==> config.mk <==
export PLATFORM = sky130hd
export DESIGN_NAME = camera_parallel_frame_capture_top
export DESIGN_NICKNAME = d
export VERILOG_FILES = /design/src/hw/rtl/dvpc_pkg.sv /design/src/hw/rtl/dvpc_cfg.sv /design/src/hw/rtl/dvpc_in_reg.sv /design/src/hw/rtl/dvpc_core.sv /design/src/hw/rtl/camera_parallel_frame_capture_top.sv
export SDC_FILE = /design/constraint.sdc
export NUM_CORES = 1
export LEC_CHECK = 0
export ABC_CLOCK_PERIOD_IN_PS = 5300
export BUFFER_PORTS_ARGS = -buffer_cell sky130_fd_sc_hd__buf_2
export CORE_MARGIN = 3
export CORE_UTILIZATION = 55
export DETAILED_ROUTE_END_ITERATION = 12
export PLACE_DENSITY_LB_ADDON = 0.25
export SYNTH_ARGS = -nofsm -noshare
export SYNTH_HDL_FRONTEND = slang
export SYNTH_SLANG_ARGS = --single-unit
==> constraint.sdc <==
create_clock -name clk_i -period 5.3 [get_ports clk_i]
set_input_delay 1.325 -clock clk_i [delete_from_list [all_inputs] [get_ports clk_i]]
set_output_delay 1.325 -clock clk_i [all_outputs]
set_load 0.02 [all_outputs]
==> src/hw/rtl/dvpc_pkg.sv <==
`default_nettype none

package dvpc_pkg;

  localparam int unsigned DataW    = 8;
  localparam int unsigned LimitW   = 21;
  localparam int unsigned TimeoutW = 32;
  localparam int unsigned CfgIdxW  = 2;
  localparam int unsigned CfgDataW = 32;

  // Register indexes on the configuration port.
  localparam logic [CfgIdxW-1:0] CfgIdxMode    = 2'd0;
  localparam logic [CfgIdxW-1:0] CfgIdxLimit   = 2'd1;
  localparam logic [CfgIdxW-1:0] CfgIdxTimeout = 2'd2;

  localparam logic [LimitW-1:0]   LimitReset   = 21'd153600;
  localparam logic [TimeoutW-1:0] TimeoutReset = 32'd1000000;

  // JPEG end-of-image marker bytes.
  localparam logic [DataW-1:0] MarkFf = 8'hFF;
  localparam logic [DataW-1:0] MarkD9 = 8'hD9;

  typedef struct packed {
    logic             kind;
    logic             vsync;
    logic             href;
    logic             pclk;
    logic [DataW-1:0] data;
  } sample_t;

  typedef struct packed {
    logic                capture_mode;
    logic [LimitW-1:0]   byte_limit;
    logic [TimeoutW-1:0] timeout_ticks;
  } cfg_t;

  typedef struct packed {
    logic              byte_valid;
    logic [DataW-1:0]  pixel_byte;
    logic              done_res;
    logic              status;
    logic [LimitW-1:0] frame_length;
  } result_t;

endpackage

`default_nettype wire

==> src/hw/rtl/dvpc_cfg.sv <==
`default_nettype none

module dvpc_cfg (
  input  wire logic                          clk_i,
  input  wire logic                          rst_ni,
  input  wire logic                          cfg_valid_i,
  output      logic                          cfg_ready_o,
  input  wire logic [dvpc_pkg::CfgIdxW-1:0]  cfg_index_i,
  input  wire logic [dvpc_pkg::CfgDataW-1:0] cfg_data_i,
  output      dvpc_pkg::cfg_t                cfg_o
);

  dvpc_pkg::cfg_t cfg_d, cfg_q;

  assign cfg_ready_o = 1'b1;

  // Writes to an index outside the register list are taken and dropped.
  always_comb begin
    cfg_d = cfg_q;
    if (cfg_valid_i) begin
      unique case (cfg_index_i)
        dvpc_pkg::CfgIdxMode:    cfg_d.capture_mode  = cfg_data_i[0];
        dvpc_pkg::CfgIdxLimit:   cfg_d.byte_limit    = cfg_data_i[dvpc_pkg::LimitW-1:0];
        dvpc_pkg::CfgIdxTimeout: cfg_d.timeout_ticks = cfg_data_i[dvpc_pkg::TimeoutW-1:0];
        default: ;
      endcase
    end
  end

  always_ff @(posedge clk_i or negedge rst_ni) begin
    if (!rst_ni) begin
      cfg_q.capture_mode  <= 1'b0;
      cfg_q.byte_limit    <= dvpc_pkg::LimitReset;
      cfg_q.timeout_ticks <= dvpc_pkg::TimeoutReset;
    end else begin
      cfg_q <= cfg_d;
    end
  end

  assign cfg_o = cfg_q;

endmodule

`default_nettype wire

==> src/hw/rtl/dvpc_in_reg.sv <==
`default_nettype none

module dvpc_in_reg (
  input  wire logic            clk_i,
  input  wire logic            rst_ni,
  input  wire logic            in_valid_i,
  output      logic            in_ready_o,
  input  wire dvpc_pkg::sample_t sample_i,
  input  wire logic            take_i,
  output      logic            valid_o,
  output      dvpc_pkg::sample_t sample_o
);

  logic              valid_d, valid_q;
  dvpc_pkg::sample_t sample_q;

  // The slot refills in the same cycle that the core consumes it.
  assign in_ready_o = !valid_q || take_i;

  always_comb begin
    if (in_valid_i && in_ready_o) begin
      valid_d = 1'b1;
    end else if (take_i) begin
      valid_d = 1'b0;
    end else begin
      valid_d = valid_q;
    end
  end

  always_ff @(posedge clk_i or negedge rst_ni) begin
    if (!rst_ni) begin
      valid_q <= 1'b0;
    end else begin
      valid_q <= valid_d;
    end
  end

  always_ff @(posedge clk_i) begin
    if (in_valid_i && in_ready_o) begin
      sample_q <= sample_i;
    end
  end

  assign valid_o  = valid_q;
  assign sample_o = sample_q;

endmodule

`default_nettype wire

==> src/hw/rtl/dvpc_core.sv <==
`default_nettype none

module dvpc_core #(
  parameter int unsigned MAX_FRAME_BYTES = 1048576
) (
  input  wire logic              clk_i,
  input  wire logic              rst_ni,
  input  wire logic              valid_i,
  input  wire dvpc_pkg::sample_t sample_i,
  input  wire dvpc_pkg::cfg_t    cfg_i,
  output      logic              take_o,
  output      logic              out_valid_o,
  input  wire logic              out_ready_i,
  output      dvpc_pkg::result_t result_o
);

  localparam int unsigned LimitW   = dvpc_pkg::LimitW;
  localparam int unsigned TimeoutW = dvpc_pkg::TimeoutW;

  localparam logic [2:0] PhIdle    = 3'd0;
  localparam logic [2:0] PhVsLow   = 3'd1;
  localparam logic [2:0] PhVsRise  = 3'd2;
  localparam logic [2:0] PhHrefLow = 3'd3;
  localparam logic [2:0] PhTake    = 3'd4;

  localparam logic [31:0]       MaxBytes32 = 32'(MAX_FRAME_BYTES);
  localparam logic [LimitW-1:0] MaxLimit   = LimitW'(MAX_FRAME_BYTES);

  logic [2:0]          phase_d, phase_q;
  logic [LimitW-1:0]   bytes_d, bytes_q;
  logic [LimitW-1:0]   marker_d, marker_q;
  logic                prev_ff_d, prev_ff_q;
  logic [TimeoutW-1:0] wait_d, wait_q;
  logic                pclk_low_d, pclk_low_q;
  logic                run_mode_d, run_mode_q;
  logic [LimitW-1:0]   run_limit_d, run_limit_q;

  logic                out_valid_d, out_valid_q;
  logic                emit;
  dvpc_pkg::result_t   res_d, res_q;

  logic [TimeoutW-1:0] wait_inc;
  logic                wait_expired;
  logic [LimitW-1:0]   bytes_inc;
  logic [LimitW-1:0]   marker_new;
  logic [LimitW-1:0]   trim_len;
  logic [LimitW-1:0]   trim_len_new;
  logic                pclk_low_eff;
  logic                byte_hit;
  logic [LimitW-1:0]   limit_clamped;

  // The core works on the held item only when the result slot can take
  // whatever that item produces.
  assign take_o = valid_i && (!out_valid_q || out_ready_i);

  assign wait_inc     = wait_q + 1'b1;
  assign wait_expired = (wait_inc >= cfg_i.timeout_ticks);
  assign bytes_inc    = bytes_q + 1'b1;
  assign trim_len     = (marker_q != '0) ? marker_q : bytes_q;
  assign pclk_low_eff = pclk_low_q || !sample_i.pclk;
  assign byte_hit     = sample_i.href && sample_i.pclk && pclk_low_eff;
  assign marker_new   = (prev_ff_q && (sample_i.data == dvpc_pkg::MarkD9)) ? bytes_inc
                                                                          : marker_q;
  assign trim_len_new = (marker_new != '0) ? marker_new : bytes_inc;

  always_comb begin
    if (cfg_i.byte_limit == '0) begin
      limit_clamped = LimitW'(1);
    end else if (32'(cfg_i.byte_limit) > MaxBytes32) begin
      limit_clamped = MaxLimit;
    end else begin
      limit_clamped = cfg_i.byte_limit;
    end
  end

  always_comb begin
    phase_d     = phase_q;
    bytes_d     = bytes_q;
    marker_d    = marker_q;
    prev_ff_d   = prev_ff_q;
    wait_d      = wait_q;
    pclk_low_d  = pclk_low_q;
    run_mode_d  = run_mode_q;
    run_limit_d = run_limit_q;
    emit        = 1'b0;
    res_d       = '0;

    if (sample_i.kind) begin
      run_mode_d  = cfg_i.capture_mode;
      run_limit_d = limit_clamped;
      bytes_d     = '0;
      marker_d    = '0;
      prev_ff_d   = 1'b0;
      pclk_low_d  = 1'b0;
      phase_d     = PhVsLow;
      wait_d      = '0;
    end else begin
      unique case (phase_q) inside
        PhVsLow, PhVsRise, PhHrefLow: begin
          if ((phase_q == PhVsLow) && !sample_i.vsync) begin
            phase_d = PhVsRise;
            wait_d  = '0;
          end else if ((phase_q == PhVsRise) && sample_i.vsync) begin
            pclk_low_d = 1'b1;
            phase_d    = run_mode_q ? PhTake : PhHrefLow;
            wait_d     = '0;
          end else if ((phase_q == PhHrefLow) && !sample_i.href) begin
            pclk_low_d = 1'b1;
            phase_d    = PhTake;
            wait_d     = '0;
          end else begin
            wait_d = wait_inc;
            if (wait_expired) begin
              phase_d      = PhIdle;
              emit         = 1'b1;
              res_d.done_res = 1'b1;
              res_d.status   = 1'b1;
            end
          end
        end
        PhTake: begin
          if (run_mode_q && !sample_i.vsync) begin
            // VSYNC fall closes a continuous frame; this sample holds no byte.
            phase_d            = PhIdle;
            emit               = 1'b1;
            res_d.done_res     = 1'b1;
            res_d.frame_length = trim_len;
          end else if (byte_hit) begin
            pclk_low_d       = 1'b0;
            bytes_d          = bytes_inc;
            marker_d         = marker_new;
            prev_ff_d        = (sample_i.data == dvpc_pkg::MarkFf);
            emit             = 1'b1;
            res_d.byte_valid = 1'b1;
            res_d.pixel_byte = sample_i.data;
            if (bytes_inc >= run_limit_q) begin
              phase_d            = PhIdle;
              res_d.done_res     = 1'b1;
              res_d.frame_length = run_mode_q ? trim_len_new : bytes_inc;
            end else begin
              wait_d = wait_inc;
              if (wait_expired) begin
                phase_d        = PhIdle;
                res_d.done_res = 1'b1;
                res_d.status   = 1'b1;
              end
            end
          end else begin
            pclk_low_d = pclk_low_eff;
            wait_d     = wait_inc;
            if (wait_expired) begin
              phase_d        = PhIdle;
              emit           = 1'b1;
              res_d.done_res = 1'b1;
              res_d.status   = 1'b1;
            end
          end
        end
        default: begin
          phase_d = PhIdle;
        end
      endcase
    end
  end

  assign out_valid_d = take_o ? emit : (out_valid_q && !out_ready_i);

  always_ff @(posedge clk_i or negedge rst_ni) begin
    if (!rst_ni) begin
      phase_q     <= PhIdle;
      bytes_q     <= '0;
      marker_q    <= '0;
      prev_ff_q   <= 1'b0;
      wait_q      <= '0;
      pclk_low_q  <= 1'b0;
      run_mode_q  <= 1'b0;
      run_limit_q <= '0;
      out_valid_q <= 1'b0;
    end else begin
      if (take_o) begin
        phase_q     <= phase_d;
        bytes_q     <= bytes_d;
        marker_q    <= marker_d;
        prev_ff_q   <= prev_ff_d;
        wait_q      <= wait_d;
        pclk_low_q  <= pclk_low_d;
        run_mode_q  <= run_mode_d;
        run_limit_q <= run_limit_d;
      end
      out_valid_q <= out_valid_d;
    end
  end

  always_ff @(posedge clk_i) begin
    if (take_o && emit) begin
      res_q <= res_d;
    end
  end

  assign out_valid_o = out_valid_q;
  assign result_o    = res_q;

endmodule

`default_nettype wire

==> src/hw/rtl/camera_parallel_frame_capture_top.sv <==
// Parallel camera bus frame capture.
// The input channel (in_valid_i / in_ready_o) carries one item per sample of
// the camera pins, or an arm item (kind_i high) that starts a new capture with
// the mode and byte limit held in the configuration registers at that moment.
// The output channel (out_valid_o / out_ready_i) carries a result only for
// items that take a byte or end the capture; other items produce nothing.
// The configuration port (cfg_valid_i / cfg_ready_o) writes register
// cfg_index_i with cfg_data_i: 0 capture mode, 1 byte limit, 2 timeout.
// It is always ready and should only be written while no capture runs.
// Throughput is one item per clock while no result stalls. An item is held in
// the input register and its result is then stored in the output register.
// When the receiver stalls, the result is held and one more item waits in the
// input register; in_ready_o then drops until the result is taken.
// Reset clears the capture state to idle, empties both registers and loads the
// register defaults (sized mode, 153600 bytes, 1000000 sample timeout).
`default_nettype none

module camera_parallel_frame_capture_top #(
  parameter int unsigned MAX_FRAME_BYTES = 1048576
) (
  input  wire logic                          clk_i,
  input  wire logic                          rst_ni,
  input  wire logic                          in_valid_i,
  output      logic                          in_ready_o,
  input  wire logic                          kind_i,
  input  wire logic                          vsync_i,
  input  wire logic                          href_i,
  input  wire logic                          pclk_i,
  input  wire logic [dvpc_pkg::DataW-1:0]    pixel_data_i,
  output      logic                          out_valid_o,
  input  wire logic                          out_ready_i,
  output      logic                          byte_valid_o,
  output      logic [dvpc_pkg::DataW-1:0]    pixel_byte_o,
  output      logic                          done_res_o,
  output      logic                          status_o,
  output      logic [dvpc_pkg::LimitW-1:0]   frame_length_o,
  input  wire logic                          cfg_valid_i,
  output      logic                          cfg_ready_o,
  input  wire logic [dvpc_pkg::CfgIdxW-1:0]  cfg_index_i,
  input  wire logic [dvpc_pkg::CfgDataW-1:0] cfg_data_i
);

  dvpc_pkg::sample_t sample_in;
  dvpc_pkg::sample_t sample_held;
  dvpc_pkg::cfg_t    cfg;
  dvpc_pkg::result_t result;
  logic              held_valid;
  logic              take;

  assign sample_in.kind  = kind_i;
  assign sample_in.vsync = vsync_i;
  assign sample_in.href  = href_i;
  assign sample_in.pclk  = pclk_i;
  assign sample_in.data  = pixel_data_i;

  dvpc_cfg u_cfg (
    .clk_i       (clk_i),
    .rst_ni      (rst_ni),
    .cfg_valid_i (cfg_valid_i),
    .cfg_ready_o (cfg_ready_o),
    .cfg_index_i (cfg_index_i),
    .cfg_data_i  (cfg_data_i),
    .cfg_o       (cfg)
  );

  dvpc_in_reg u_in_reg (
    .clk_i      (clk_i),
    .rst_ni     (rst_ni),
    .in_valid_i (in_valid_i),
    .in_ready_o (in_ready_o),
    .sample_i   (sample_in),
    .take_i     (take),
    .valid_o    (held_valid),
    .sample_o   (sample_held)
  );

  // The core holds the capture state and the result register.
  dvpc_core #(
    .MAX_FRAME_BYTES (MAX_FRAME_BYTES)
  ) u_core (
    .clk_i       (clk_i),
    .rst_ni      (rst_ni),
    .valid_i     (held_valid),
    .sample_i    (sample_held),
    .cfg_i       (cfg),
    .take_o      (take),
    .out_valid_o (out_valid_o),
    .out_ready_i (out_ready_i),
    .result_o    (result)
  );

  assign byte_valid_o   = result.byte_valid;
  assign pixel_byte_o   = result.pixel_byte;
  assign done_res_o     = result.done_res;
  assign status_o       = result.status;
  assign frame_length_o = result.frame_length;

endmodule

`default_nettype wire

==> results of run 1 <==
-- registers in the layout (all words and copies together), names as in the netlist, 3 cells and up --
signal	count
u_core.wait_q	32
u_core.marker_q	21
u_core.result_o	32
u_in_reg.sample_o	12
u_core.phase_q	3
u_core.bytes_q	21
u_core.run_limit_q	21
u_cfg.cfg_o	54
-- critical path: cells and delay by family, from the launching register on --
kind,cells,cell delay [ps]
compound gates,6,1180
xor+xnor,1,270
fa+ha+maj,2,680
buf+inv,1,100
flops,1,550
simple gates,5,1710
-- power groups by stage --
stage | Sequential [uW] | Clock (uW) | Combinational [uW]
2_1_floorplan | 1820 | 0 | 385
3_3_place_gp | 1870 | 0 | 498
3_5_place_dp | 1880 | 0 | 515
4_1_cts | 1850 | 1630 | 521
5_1_grt | 1870 | 1690 | 581
6_report | 1850 | 1600 | 516
-- per-layer routing --
metal | track usage | routed length, um
met4 | 0.0811 | 834
met2 | 0.403 | 12500
met1 | 0.322 | 11100
met3 | 0.0342 | 1400
met5 | 0 | 0
-- cells by family after synthesis --
family,after synthesis,share of synthesized area
simple gates,294,0.144
flops,201,0.482
compound gates,285,0.165
other cells,1,0.000343
fa+ha+maj,55,0.0630
mux,58,0.0596
xor+xnor,49,0.0400
buf+inv,131,0.0462
-- through the flow --
stage / utilization / worst slack [ps] / instances
3_5_place_dp: 0.608 / 605 / 1379
3_3_place_gp: 0.608 / 700 / 1379
2_1_floorplan: - / 392 / 1074
6_report: 0.647 / 571 / 1419
5_1_grt: 0.647 / 283 / 1419
4_1_cts: 0.647 / 608 / 1419
-- cell usage in the layout (no fill, tap or decap), types with 22 or more instances in the layout --
master / synthesis / layout
a21o_1: 22 / 22
a21oi_1: 45 / 44
a22o_1: 30 / 30
buf_2: 8 / 83
clkbuf_16: 0 / 23
dfrtp_1: 146 / 146
edfxtp_1: 44 / 44
ha_1: 55 / 55
inv_1: 77 / 77
mux2_2: 57 / 57
nand2_1: 82 / 82
nand2b_1: 34 / 34
nand3_1: 28 / 28
nor2_1: 45 / 45
o21ai_0: 117 / 116
xnor2_1: 28 / 28
-- area by class of cell --
cell class | count | share of cell area
clock buffers | 28 | 0.0497
clock inverters | 12 | 0.0117
inverters | 77 | 0.0234
multi-input cells | 742 | 0.419
flip-flops and latches | 201 | 0.426
well taps | 260 | 0.0263
repair buffers | 99 | 0.0437
-- path summary, 6_finish.rpt --
path                            slack, ps                     end  cells past startpoint                    from
worst max-delay path                  570      u_core.result_o[2]                     15       u_core.bytes_q[0]
min in group asynchronous             930      u_core.marker_q[5]                      1                  rst_ni
worst min register to register        490  u_core.run_limit_q[20]                      2  u_core.run_limit_q[20]
worst min-delay path                  490  u_core.run_limit_q[20]                      2  u_core.run_limit_q[20]
max in group asynchronous            3320         u_cfg.cfg_o[44]                      2                  rst_ni
worst max register to register        570      u_core.result_o[2]                     15       u_core.bytes_q[0]
-- synth_stat cells, types with 12 or more instances --
cell      number  area, um^2
nand4_1       16         100
a21oi_1       45         225
nor3_1        12        60.1
and2_1        13        81.3
clkbuf_1      41         154
o31ai_1       14         105
nand2b_1      34         213
xnor2_1       28         245
mux2_2        57         642
dfrtp_1      146        3650
edfxtp_1      44        1320
ha_1          55         688
xor2_1        20         175
o21ai_0      117         586
nor2_1        45         169
inv_1         77         289
a22o_1        30         263
nand2_1       82         308
nand3_1       28         140
a21o_1        22         165
==> flow_summary.json, run 1 <==
{
  "status": "completed",
  "vias_per_cell": 5.94,
  "cts_root_buf": "clkbuf_16",
  "grt_overflow": 0,
  "numClockSinks": 201,
  "max-cap-violations": 0,
  "diodes": 0,
  "synth-async-reset-ratio": 0.781,
  "clockBufferDepth": 3,
  "ctsResizeCount": 0,
  "slew_viol_final": 0,
  "worst_pin_slew_ps": 1240,
  "ys.flop_type": "dfrtp_1",
  "syn_inst": 1074,
  "critPathArrivalTime_ps": 4980,
  "initial_core_util": 0.573,
  "numCtsBuffers": 22,
  "vias": 8434,
  "p_int_uw": 2930,
  "layout.nets": 1249,
  "p_total_uw": 3970,
  "p_leak_uw": 0.00567,
  "cts_setup_buffers": 0,
  "multi_input_area_um2": 5180,
  "hpwl_mm": 17.9,
  "n_fill_cell": 1544,
  "fin_area_um2": 12400,
  "cp_slowest_cell": "or4_4",
  "io_buffers": 84,
  "drt-initial-drc-count": 723,
  "timing_worst_setup_path_type": "flop to flop",
  "yosys.cell_types.count": 62,
  "postCtsHoldBufs": 0,
  "dr.pass1.iters": 6,
  "slowest_delay_ps": 620,
  "max_freq_mhz": 211,
  "synth_fp_nets": 1180,
  "avgSynthCellArea_um2": 10.2,
  "ir_worst_vdd_mv": 0.264,
  "routed_wl_mm": 25.8,
  "wl_per_cell_um": 18.2,
  "io_pins": 86,
  "antenna_found_initial": 0,
  "cts_htree_levels": 1,
  "die_y_um": 147,
  "clk_pin_slew_worst_paths_ps": 60,
  "pwr-share-seq": 0.466,
  "worstPathCellList": "ha_1 > nand3_2 > or4_4 > nor3_2 > xnor2_1 > inv_1 > ha_1 > a21oi_1 > a21oi_1 > and4_1 > a32o_1 > a21o_1 > nand2b_1 > a21oi_1 > a221o_1",
  "worst_setup_path_start_kind": "flop",
  "min_period_ps": 4730,
  "cp_common_cell": "a21oi_1",
  "die_w_um": 147,
  "final_antenna_net_count": 0,
  "groute.usage.overall": 0.240,
  "dieArea_um2": 21600,
  "clock_latency_ps": 510,
  "grt_max_degree": 102,
  "drc_errors": 0,
  "pwr-share-clk": 0.404,
  "row_count": 50,
  "core-area_um2": 19100,
  "p_sw_uw": 1030,
  "rsz0062_at_grt": "no",
  "critPathMaxFanout": 14,
  "first_global_vias": 8400,
  "swShare": 0.261,
  "netlist_area_um2": 10900,
  "gp_congestion": 0.948,
  "hold_class": "flop to flop",
  "drive_gt1_frac": 0.192,
  "p_per_area_nw_per_um2": 321,
  "setup_viol": 0,
  "hold_ws_ps": 485,
  "area_growth_pct": 13.0,
  "grt_first_pass_wirelength_mm": 42.8,
  "placed_cell_area_um2": 11600,
  "required_ps": 5550,
  "hold_viol": 0,
  "critPathCaptureType": "flop",
  "setup_tns_ps": 0,
  "ys_seq_area_frac": 0.482,
  "synth_edf_count": 44,
  "cts_tree": "yes",
  "skew_ps": 12.5,
  "fin_crit_sh": 0.892,
  "slew_headroom": 0.176,
  "p_comb_frac": 0.130,
  "ys_ff_latch": 201,
  "yosys_warnings": 0,
  "regArea_um2": 5260
}
No activity file was read; power rests on OpenSTA's default activity.
==> run 2, diff against run 1 <==
--- a/config.mk
+++ b/config.mk
@@ -11,6 +11,7 @@
 export CORE_UTILIZATION = 55
 export DETAILED_ROUTE_END_ITERATION = 12
 export PLACE_DENSITY_LB_ADDON = 0.25
+export REMOVE_ABC_BUFFERS = 1
 export SYNTH_ARGS = -nofsm -noshare
 export SYNTH_HDL_FRONTEND = slang
 export SYNTH_SLANG_ARGS = --single-unit
==> flow_summary.json, run 2 (synthesis gave the netlist of run 1 again) <==
{
  "max-cap-violations": 0,
  "n_fill_cell": 1547,
  "regToRegSetupSlack_ps": 480,
  "hold_class": "flop to flop",
  "status": "completed",
  "row_count": 50,
  "p_leak_uw": 0.00569,
  "routed.top_layer": "met4",
  "skew_ps": 11.7,
  "dp.cells": 1380,
  "fin_crit_sh": 0.909,
  "drt-met1-wl_mm": 11.3,
  "hold_ws_ps": 479,
  "pre_cts_ws_ps": 491,
  "critPathMaxFanout": 25,
  "wl_per_cell_um": 17.9,
  "clk_pin_slew_worst_paths_ps": 60,
  "area_growth_pct": 13.2,
  "timing_worst_setup_path_type": "flop to flop",
  "diodes": 0,
  "layout_setup_ws_ps": 480,
  "io_buffers": 84,
  "rr_endpoint": "u_core.wait_q[28]",
  "regArea_um2": 5260,
  "largest_reg_flops": 54,
  "cts_root_buf": "clkbuf_16",
  "worst_pin_slew_ps": 1260,
  "drt-initial-drc-count": 692,
  "min_period_ps": 4820,
  "layout.nets": 1250,
  "clock_latency_ps": 510,
  "gp_congestion": 0.915,
  "numClockSinks": 201,
  "p_per_area_nw_per_um2": 321,
  "die_w_um": 147,
  "antenna_found_initial": 0,
  "clockBufferDepth": 3,
  "hpwl_mm": 17.9,
  "die_y_um": 147,
  "critPathCaptureType": "flop",
  "regToRegStartpoint": "u_core.bytes_q[0]",
  "critPathArrivalTime_ps": 5210,
  "numCtsBuffers": 22,
  "io_pins": 86,
  "required_ps": 5690,
  "groute.usage.overall": 0.234,
  "setup_viol": 0,
  "first_global_vias": 8128,
  "slew_viol_final": 0,
  "drc_errors": 0,
  "grt_overflow": 0,
  "grt_max_degree": 100,
  "vias": 8382,
  "dieArea_um2": 21600,
  "grt_first_pass_wirelength_mm": 41.8,
  "hold_viol": 0,
  "max_freq_mhz": 207,
  "cts_htree_levels": 1,
  "ir_worst_vdd_mv": 0.351,
  "initial_core_util": 0.573,
  "reg2reg_depth": 15,
  "met3_length_mm": 1.42,
  "cts_tree": "yes",
  "cts_setup_buffers": 0,
  "worst_setup_path_start_kind": "flop",
  "core-area_um2": 19100,
  "hp-start": "u_core.run_limit_q[18]",
  "multi_input_area_um2": 5180,
  "met2WireLength_mm": 12.0,
  "mostFrequentLayoutCells": "dfrtp_1, o21ai_0, buf_2",
  "slew_headroom": 0.161,
  "routed_wl_mm": 25.4,
  "drive_gt1_frac": 0.195,
  "final_antenna_net_count": 0,
  "min_path_cells": 2,
  "final_common_cell": "dfrtp_1",
  "hold_path_end": "u_core.run_limit_q[18]",
  "dr.pass1.iters": 7,
  "fin_cells": 1420,
  "setup_tns_ps": 0,
  "rsz0062_at_grt": "no",
  "vias_per_cell": 5.90
}
run 2: cell count changes in the layout (fill, tap and decap cells not counted):
cell	before	now
nand2b_2	0	1
clkbuf_8	2	3
clkinv_2	3	4
nor3_2	2	3
nor3_1	12	11
nand2b_1	34	33
clkinvlp_4	2	1
buf_4	15	16
clkbuf_1	3	2
run 2: stage by stage:
step	instance area (um^2)	total power (uW)	util
finish	12400	3970	0.649
detailed placement	11600	2380	0.608
global placement	11600	2360	0.608
CTS	12400	4000	0.648
global route	12400	4140	0.649
floorplan	10700	2190	-
run 2: where the power goes:
| part | leakage [uW] | internal [uW] | switching, uW |
|---|---|---|---|
| registers | 0.00251 | 1730 | 121 |
| logic | 0.00280 | 235 | 276 |
| clock network | 0.000377 | 981 | 628 |
| total | 0.00569 | 2940 | 1020 |
run 2: worst max-delay path, stage by stage, from the launching register on:
cell      delay [ps]
dfrtp_1          530
ha_1             370
and3_1           330
nand3_1          120
xor2_1           290
inv_1            100
ha_1             300
a21o_1           180
a21o_1           170
a211oi_1         450
a21oi_1          200
o311ai_2         350
a211oi_2         240
buf_4            270
or3_1            500
o41ai_1          300
run 2: worst max path at each step:
stage,start,end,slack [ps],depth (start not counted)
after floorplan,u_core.bytes_q[0],u_core.wait_q[10],230,13
after global placement,u_core.bytes_q[0],u_core.wait_q[2],660,13
after detailed placement,u_core.bytes_q[0],u_core.wait_q[11],490,13
after CTS,u_core.bytes_q[0],u_core.wait_q[11],460,13
after global routing,u_core.bytes_q[0],u_core.wait_q[28],90,14
final,u_core.bytes_q[0],u_core.wait_q[28],480,15
run 2: cell type report:
type | count | share of cell area
Clock inverter | 12 | 0.0115
Clock buffer | 28 | 0.0504
Tap cell | 260 | 0.0263
Multi-Input combinational cell | 742 | 0.419
Inverter | 77 | 0.0234
Timing Repair Buffer | 100 | 0.0442
Sequential cell | 201 | 0.425
run 2: timing repair:
action                     4_1_cts  5_1_grt
gates resized for setup          0        2
setup endpoints to repair        0       24
hold buffers                     0        0
run 2: per-layer routing:
layer	GRT usage	up-vias
li1	-	4010
met1	0.334	4032
met2	0.378	284
met3	0.0296	56
met4	0.0694	0
met5	0	-
==> run 3, diff against run 2 <==
--- a/config.mk
+++ b/config.mk
@@ -9,8 +9,10 @@
 export BUFFER_PORTS_ARGS = -buffer_cell sky130_fd_sc_hd__buf_2
 export CORE_MARGIN = 3
 export CORE_UTILIZATION = 55
+export CTS_CLUSTER_DIAMETER = 150
 export DETAILED_ROUTE_END_ITERATION = 12
 export PLACE_DENSITY_LB_ADDON = 0.25
+export RECOVER_POWER = 50
 export REMOVE_ABC_BUFFERS = 1
 export SYNTH_ARGS = -nofsm -noshare
 export SYNTH_HDL_FRONTEND = slang
==> flow_summary.json, run 3 (synthesis gave the netlist of run 1 again) <==
{
  "timing_worst_setup_path_type": "flop to flop",
  "groute.usage.overall": 0.234,
  "gp_congestion": 0.915,
  "reg2reg_depth": 15,
  "numClockSinks": 201,
  "routed_wl_mm": 25.4,
  "clk_pin_slew_worst_paths_ps": 60,
  "row_count": 50,
  "io_buffers": 84,
  "clockBufferDepth": 3,
  "hp-start": "u_core.run_limit_q[18]",
  "postCtsHoldBufs": 0,
  "die_w_um": 147,
  "grt_first_pass_wirelength_mm": 41.8,
  "fin_crit_sh": 0.909,
  "setup_viol": 0,
  "ctsResizeCount": 0,
  "cts_root_buf": "clkbuf_16",
  "mostFrequentLayoutCells": "dfrtp_1, o21ai_0, nand2_1, buf_2, inv_1",
  "drc_errors": 0,
  "swShare": 0.258,
  "first_global_vias": 8128,
  "core-area_um2": 19100,
  "pwr-share-seq": 0.466,
  "wl_per_cell_um": 17.9,
  "vias": 8366,
  "grt_max_degree": 100,
  "dieArea_um2": 21600,
  "min_path_cells": 2,
  "cp_num_buf_inv": 2,
  "largest_reg_flops": 54,
  "critPathTopFamily": "compound AO/OA/AOI/OAI gates",
  "p_leak_uw": 0.00567,
  "max_freq_mhz": 208,
  "worst_setup_path_start_kind": "flop",
  "rsz0062_at_grt": "no",
  "clock_latency_ps": 510,
  "cp-endpoint": "u_core.wait_q[28]",
  "slew_viol_final": 195,
  "final_antenna_net_count": 0,
  "layout.nets": 1250,
  "p_int_uw": 2940,
  "p_total_uw": 3970,
  "grt_overflow": 0,
  "final_common_cell": "dfrtp_1",
  "p_sw_uw": 1020,
  "dr.pass1.iters": 6,
  "diodes": 0,
  "p_per_area_nw_per_um2": 321,
  "cts_tree": "yes",
  "rr_endpoint": "u_core.wait_q[28]",
  "critPathMaxFanout": 25,
  "p_comb_frac": 0.128,
  "cp_slowest_cell": "dfrtp_1",
  "startpoint": "u_core.bytes_q[0]",
  "min_period_ps": 4820,
  "critPathArrivalTime_ps": 5200,
  "cts_setup_buffers": 0,
  "violations": "max-capacitance violations, max-slew violations",
  "area_growth_pct": 13.1,
  "worstPathCellList": "ha_1 > and3_1 > nand3_1 > xor2_1 > inv_1 > ha_1 > a21o_1 > a21o_1 > a211oi_1 > a21oi_1 > o311ai_2 > a211oi_2 > buf_4 > or3_1 > o41ai_1",
  "regToRegSetupSlack_ps": 480,
  "skew_ps": 11.2,
  "regToRegStartpoint": "u_core.bytes_q[0]",
  "vias_per_cell": 5.89,
  "hold_viol": 0,
  "crit_cells": 15,
  "max-cap-violations": 4,
  "slowest_delay_ps": 530,
  "antenna_found_initial": 0,
  "die_y_um": 147,
  "hpwl_mm": 17.9,
  "drt-initial-drc-count": 692,
  "critPathCaptureType": "flop",
  "drive_gt1_frac": 0.191,
  "worst_pin_slew_ps": 2520,
  "slew_headroom": -0.682,
  "cts_htree_levels": 1,
  "hold_class": "flop to flop",
  "setup_tns_ps": 0,
  "numCtsBuffers": 22,
  "io_pins": 86,
  "pwr-share-clk": 0.406,
  "ir_worst_vdd_mv": 0.351,
  "required_ps": 5690,
  "status": "finished with violations",
  "initial_core_util": 0.573
}
run 3: cell count changes in the layout (fill, tap and decap cells not counted), sizes merged:
cell	previous run	this run
buf	100	95
clkbuf	28	33
run 3: worst register-to-register path, delay by kind of cell, from the launching register on:
| family | cells | cell delay, ps |
|---|---|---|
| xor+xnor | 1 | 290 |
| simple gates | 3 | 950 |
| flops | 1 | 530 |
| buf+inv | 2 | 370 |
| compound gates | 7 | 1890 |
| fa+ha+maj | 2 | 660 |
run 3: power groups by stage:
stage	sequential, uW	clock (uW)	combinational, uW
3_5_place_dp	1880	0	507
6_report	1850	1610	509
4_1_cts	1850	1640	513
3_3_place_gp	1870	0	493
5_1_grt	1870	1690	577
2_1_floorplan	1830	0	360
run 3: layer usage:
metal  track usage  wire (um)
met5             0          0
met4        0.0694        694
met3        0.0296       1480
met2         0.378      12000
met1         0.334      11200
run 3: worst min path at each step:
stage | endpoint | slack (ps)
5_1_grt | u_core.run_limit_q[18] | 500
3_3_place_gp | u_core.run_limit_q[20] | 470
2_1_floorplan | u_core.run_limit_q[16] | 450
4_1_cts | u_core.run_limit_q[16] | 490
3_5_place_dp | u_core.run_limit_q[16] | 470
6_report | u_core.run_limit_q[18] | 480
run 3: per-stage QoR:
step / worst slack (ps) / utilization / hold WS (ps) / std cells / area [um^2]
after floorplan: 234 / - / 450 / 1020 / 10700
after global placement: 659 / 0.608 / 466 / 1380 / 11600
after detailed placement: 491 / 0.608 / 472 / 1380 / 11600
after CTS: 456 / 0.648 / 487 / 1420 / 12400
after global routing: 87.8 / 0.648 / 502 / 1420 / 12400
final: 485 / 0.648 / 479 / 1420 / 12400
run 3: cell type report:
| type | instances | area (um^2) |
|---|---|---|
| well taps | 260 | 325 |
| multi-input cells | 742 | 5180 |
| clock inverters | 12 | 143 |
| repair buffers | 100 | 528 |
| flip-flops and latches | 201 | 5260 |
| fillers | 1551 | 6720 |
| clock buffers | 28 | 624 |
| inverters | 77 | 289 |
